`src/hdl/nand_page_state_table_assert.svh`:
```
// assertion macros for the nand page state table
`ifndef NAND_PAGE_STATE_TABLE_ASSERT_SVH
`define NAND_PAGE_STATE_TABLE_ASSERT_SVH
`ifndef SYNTHESIS
// same-cycle implication
`define NPST_ASSERT_IMP(label, clk, rst_n, ante, cons, msg) \
	label: assert property (@(posedge clk) disable iff (!rst_n) (ante) |-> (cons)) \
		else $error(msg);
// next-cycle implication
`define NPST_ASSERT_NXT(label, clk, rst_n, ante, cons, msg) \
	label: assert property (@(posedge clk) disable iff (!rst_n) (ante) |=> (cons)) \
		else $error(msg);
`else
`define NPST_ASSERT_IMP(label, clk, rst_n, ante, cons, msg)
`define NPST_ASSERT_NXT(label, clk, rst_n, ante, cons, msg)
`endif
`endif

```
`src/hdl/npst_pkg.sv`:
```
// shared widths, codes and types of the nand page state table
package npst_pkg;

	localparam int PIB_DEF         = 64;
	localparam int BLOCK_COUNT_DEF = 1024;

	localparam int OP_W    = 2;
	localparam int PA_W    = 17;
	localparam int BA_W    = 11;
	localparam int LBA_W   = 32;
	localparam int ST_W    = 2;
	localparam int STAT_W  = 2;
	localparam int PW_W    = 16;
	localparam int INVO_W  = 7;
	localparam int ERS_W   = 32;
	localparam int FREEO_W = 17;
	localparam int TOT_W   = 32;

	localparam int RAM_W_DEF     = 8;
	localparam int RAM_DEPTH_DEF = 16;

	localparam logic [OP_W-1:0] OP_WRITE = 2'd0;
	localparam logic [OP_W-1:0] OP_READ  = 2'd1;
	localparam logic [OP_W-1:0] OP_ERASE = 2'd2;
	localparam logic [OP_W-1:0] OP_SET   = 2'd3;

	localparam logic [ST_W-1:0] PG_FREE    = 2'd0;
	localparam logic [ST_W-1:0] PG_VALID   = 2'd1;
	localparam logic [ST_W-1:0] PG_INVALID = 2'd2;

	localparam logic [STAT_W-1:0] STAT_OK        = 2'd0;
	localparam logic [STAT_W-1:0] STAT_RANGE     = 2'd1;
	localparam logic [STAT_W-1:0] STAT_NOT_FREE  = 2'd2;
	localparam logic [STAT_W-1:0] STAT_NOT_VALID = 2'd3;

	localparam logic [LBA_W-1:0] ERASED_LBA = 32'hFFFF_FFFF;
	localparam logic [PW_W-1:0]  WRITES_MAX = 16'hFFFF;

	// one page table entry
	typedef struct packed {
		logic [ST_W-1:0]  state;
		logic [LBA_W-1:0] lba;
		logic [PW_W-1:0]  writes;
	} npst_page_t;

	localparam int PAGE_ENT_W = ST_W + LBA_W + PW_W;

	localparam npst_page_t ERASED_PAGE = '{state: PG_FREE, lba: ERASED_LBA, writes: 16'h0000};

	// one response
	typedef struct packed {
		logic [STAT_W-1:0]  status;
		logic [ST_W-1:0]    page_state;
		logic [LBA_W-1:0]   stored_logical_address;
		logic [PW_W-1:0]    page_writes;
		logic [INVO_W-1:0]  block_invalid_pages;
		logic [ERS_W-1:0]   block_erases;
		logic [FREEO_W-1:0] free_page_count;
		logic [TOT_W-1:0]   write_total;
		logic [TOT_W-1:0]   erase_total;
	} npst_res_t;

endpackage

```
`src/hdl/npst_ram.sv`:
```
// simple dual-port synchronous ram, one write and one registered read port
module npst_ram #(
	parameter int WIDTH = npst_pkg::RAM_W_DEF,
	parameter int DEPTH = npst_pkg::RAM_DEPTH_DEF,
	localparam int AW = $clog2(DEPTH)
) (
	input  logic             clk,
	input  logic             we,
	input  logic [AW-1:0]    wa,
	input  logic [WIDTH-1:0] wd,
	input  logic             re,
	input  logic [AW-1:0]    ra,
	output logic [WIDTH-1:0] rd
);

	logic [WIDTH-1:0] mem [DEPTH];
	logic [WIDTH-1:0] rd_q;

	always_ff @(posedge clk) begin
		if (we) begin
			mem[wa] <= wd;
		end
		if (re) begin
			rd_q <= mem[ra];
		end
	end

	assign rd = rd_q;

endmodule

```
`config.mk`:
```
export PLATFORM = sky130hd
export DESIGN_NAME = npst_ram
export DESIGN_NICKNAME = d
export VERILOG_FILES = /design/src/hdl/nand_page_state_table_assert.svh /design/src/hdl/npst_pkg.sv /design/src/hdl/npst_ram.sv
export SDC_FILE = /design/constraint.sdc
export NUM_CORES = 1
export LEC_CHECK = 0
export ABC_CLOCK_PERIOD_IN_PS = 2250
export BUFFER_PORTS_ARGS = -buffer_cell sky130_fd_sc_hd__buf_4
export CAP_MARGIN = 25
export CORE_AREA = 2 2 72 143
export CTS_BUF_LIST = sky130_fd_sc_hd__clkbuf_4 sky130_fd_sc_hd__clkbuf_8
export DETAILED_ROUTE_END_ITERATION = 10
export DIE_AREA = 0 0 74 145
export GPL_TIMING_DRIVEN = 0
export PLACE_DENSITY = 0.84
export SKIP_LAST_GASP = 1
export SYNTH_ARGS = -nofsm -noshare
export SYNTH_HDL_FRONTEND = slang
export SYNTH_SLANG_ARGS = --single-unit
```
`constraint.sdc`:
```
create_clock -name clk -period 2.25 [get_ports clk]
set_clock_uncertainty 0.15 [all_clocks]
set_input_delay 0.3375 -clock clk [delete_from_list [all_inputs] [get_ports clk]]
set_output_delay 0.3375 -clock clk [all_outputs]
set_load 0.03 [all_outputs]
```
==> summary.md <==
| Metric | Value |
|---|---|
| Status | complete, no violations |
| Number of global-route vias before repair | 2488 |
| Commonest non-fill, non-tap cell in the layout | edfxtp_1 |
| Final period util | 0.7610 |
| Synth Area in XOR/XNOR | 0 |
| Ys Warns | 0 |
| Combinational share of power | 0.062 |
| Placed cells | between 300 and 400 |
| Post-route cell area | about 6000 µm² |
| WP data arrival | 1740 ps |
| Io pins | 27 |
| Post-CTS Resized | 0 |
| Pwr dens | 824.0 nW/µm² |
| Area of the mapped netlist | 5228 µm² |
| Syn Nets | approximately 250 |
| Footprint of the multi-input gates | 1057 µm² |
| Seq/Total Area, Yosys | 0.7812 |
| Post-CTS Setup Bufs | 0 |
| Reg power frac | 0.584 |
| Clock sink total | 136 |
| Net Sw Power | 1.151 mW |
| Initial drt markers | roughly 210 |
| Largest net degree at the start of global routing | 17 |
| Slew margin rel. | 0.4307 |
| Max-Cap Viols | 0 |
| Core box area | around 9600 µm² |
| Adder-Cell Fraction of Synth Area | 0 |
| Max-slew violation count | 0 |
| Critical-path maximum fanout | 1 |
| Maximum clock rate | 0.5840 GHz |
| Int Power | 3.756 mW |
| Ant. Diodes | 0 |
| Worst setup path class | reg2reg |
| Post-DR vias/cell | between 5 and 6 |
| Synth-to-Final Area Change | 13.91% |
| Mapped Avg Cell Area | 22.83 µm² |
| Placed instance area | 5605 µm² |
| Cell count after synthesis | about 230 |
| HP Class | in2reg |
| Peak VDD IR | 0.5562 mV |
| Final GP Congestion | 0.7908 |
| DRC violations left | 0 |
| CTS buffer count | 17 |
| Final Hold Vio Count | 0 |
| DP HPWL | 6626 µm |
| CTS tree | yes |
| Initial antenna violation count | 0 |
| Largest family of logic cells by synthesized area | multiplexers |
| Final core utilization | 0.6180 |
| DRT Pass-1 Iters | 5 |
| Clock Latency Late Sink | 430 ps |
| CP Data Required Time | 2280 ps |
| Yosys cell types | 18 |
| Clock transition at the registers of the reported paths | 80 ps |
| DR vias | between 2000 and 2500 |
| Gr usage total | 0.1994 |
| FF+latch area | between 4000 and 5000 µm² |
| Yosys reg bits | 136 |
| Gr ovfl total | 0 |
| Most frequent cells in the layout | 136 x edfxtp_1, 28 x buf_4, 18 x mux4_2 |
| Fin nets | slightly below 300 |
| Actual slew at the worst max-slew pin | approximately 850 ps |
| Clk pwr share | 0.354 |
| Total power | 4.907 mW |
| Row cnt | 51 |
| IO Port Bufs | 25 |
| Wire length per cell | 22.68 µm |
| Synth Area in Simple Gates | 0.03135 |
| Mux cell area share after synthesis | 0.1479 |
| Switch share | 0.2345 |
| Root buf cell | clkbuf_8 |
| CTS H-tree depth | 4 |
| Lkg Pwr | 1.967 nW |
| DIE AREA | 10730 µm² |
| Clock tree buffer depth | 2 |
| Fill cells | 634 |
| Final setup vio count | 0 |
| Routed Antenna Nets | 0 |
| Post-Layout Cell Count | 422 |
| Final WS setup | 537.7 ps |
| Post-synthesis compound-gate area fraction | 0.02298 |
| First-pass GRT wire length | around 15000 µm |
| Place WS | 56.15 ps |
| Final wirelength | around 9600 µm |
| Tmin final | 1712 ps |
| RSZ-0062 raised after global routing | no |
| Initial cell density of the core | 0.5425 |
| Horiz. Die Dim | 74 µm |
| Layout cells sized above 1 | 0.3103 |
| Die H | 145 µm |
| CP Capture Type | flop |
| Post-CTS Hold Buffers | 0 |
| CP startpoint kind | flop |
[area by class of cell]
cell class / count / share of cell area
multi-input combinational: 83 / 0.1776
sequential: 136 / 0.6859
buffer: 10 / 0.01450
clock inverter: 15 / 0.01933
timing repair buffer: 29 / 0.03572
tap: 132 / 0.02774
clock buffer: 17 / 0.03929
[registers in the layout, indices dropped and copies added, names as in the netlist]
name  count
rd        8
mem     128
[power groups by stage]
stage / logic, mW / registers, mW / clock network, mW
2_1_floorplan: 0.144 / 2.94 / 0
3_3_place_gp: 0.296 / 2.92 / 0
3_5_place_dp: 0.307 / 2.92 / 0
4_1_cts: 0.307 / 2.86 / 1.77
5_1_grt: 0.323 / 2.87 / 1.90
6_report: 0.304 / 2.86 / 1.74
[path summary, 6_finish.rpt]
| check | start | endpoint | slack [ps] | cells after the start |
|---|---|---|---|---|
| max | mem[0][2]$_DFFE_PP_ | rd[2]$_DFFE_PP_ | 540 | 3 |
| min | re | rd[3]$_DFFE_PP_ | 30 | 1 |
| max reg2reg | mem[0][2]$_DFFE_PP_ | rd[2]$_DFFE_PP_ | 540 | 3 |
| min reg2reg | mem[13][2]$_DFFE_PP_ | rd[2]$_DFFE_PP_ | 630 | 3 |
[Yosys cell counts]
cell	instances	area share
a22oi_1	16	0.023
and2_1	1	0.0012
and2b_1	1	0.0014
buf_2	3	0.0029
buf_4	1	0.0014
buf_6	3	0.0065
clkdlybuf4s25_2	3	0.0057
edfxtp_1	136	0.78
mux4_1	14	0.070
mux4_2	18	0.078
nand2_1	9	0.0065
nand2b_1	2	0.0024
nand3_1	1	0.00096
nand3b_1	2	0.0029
nor2_1	13	0.0093
nor2b_1	1	0.0012
nor3_1	4	0.0038
or3b_2	1	0.0017
[cells by family (layout without fill, tap and decap cells)]
group           after synthesis  after routing
simple gates                 35             35
buf+inv                      10             71
flops                       136            136
mux                          32             32
compound gates               16             16
[critical path: stages, from the launching register on]
cell,delay [ps]
edfxtp_1,380
mux4_1,560
a22oi_1,290
nand2_1,90
[layer usage]
| layer | GRT usage | share of wire |
|---|---|---|
| met5 | 0 | 0 |
| met1 | 0.2388 | 0.34 |
| met2 | 0.3152 | 0.53 |
| met3 | 0.06111 | 0.071 |
| met4 | 0.1091 | 0.056 |
[metrics by stage]
step,hold WS [ps],TNS (ps)
global placement,463.6,-2257
detailed placement,468.6,0
finish,29.74,0
CTS,13.71,0
global route,12.74,0
floorplan,286.4,0
Note: power is estimated with default switching activity, not from simulation.
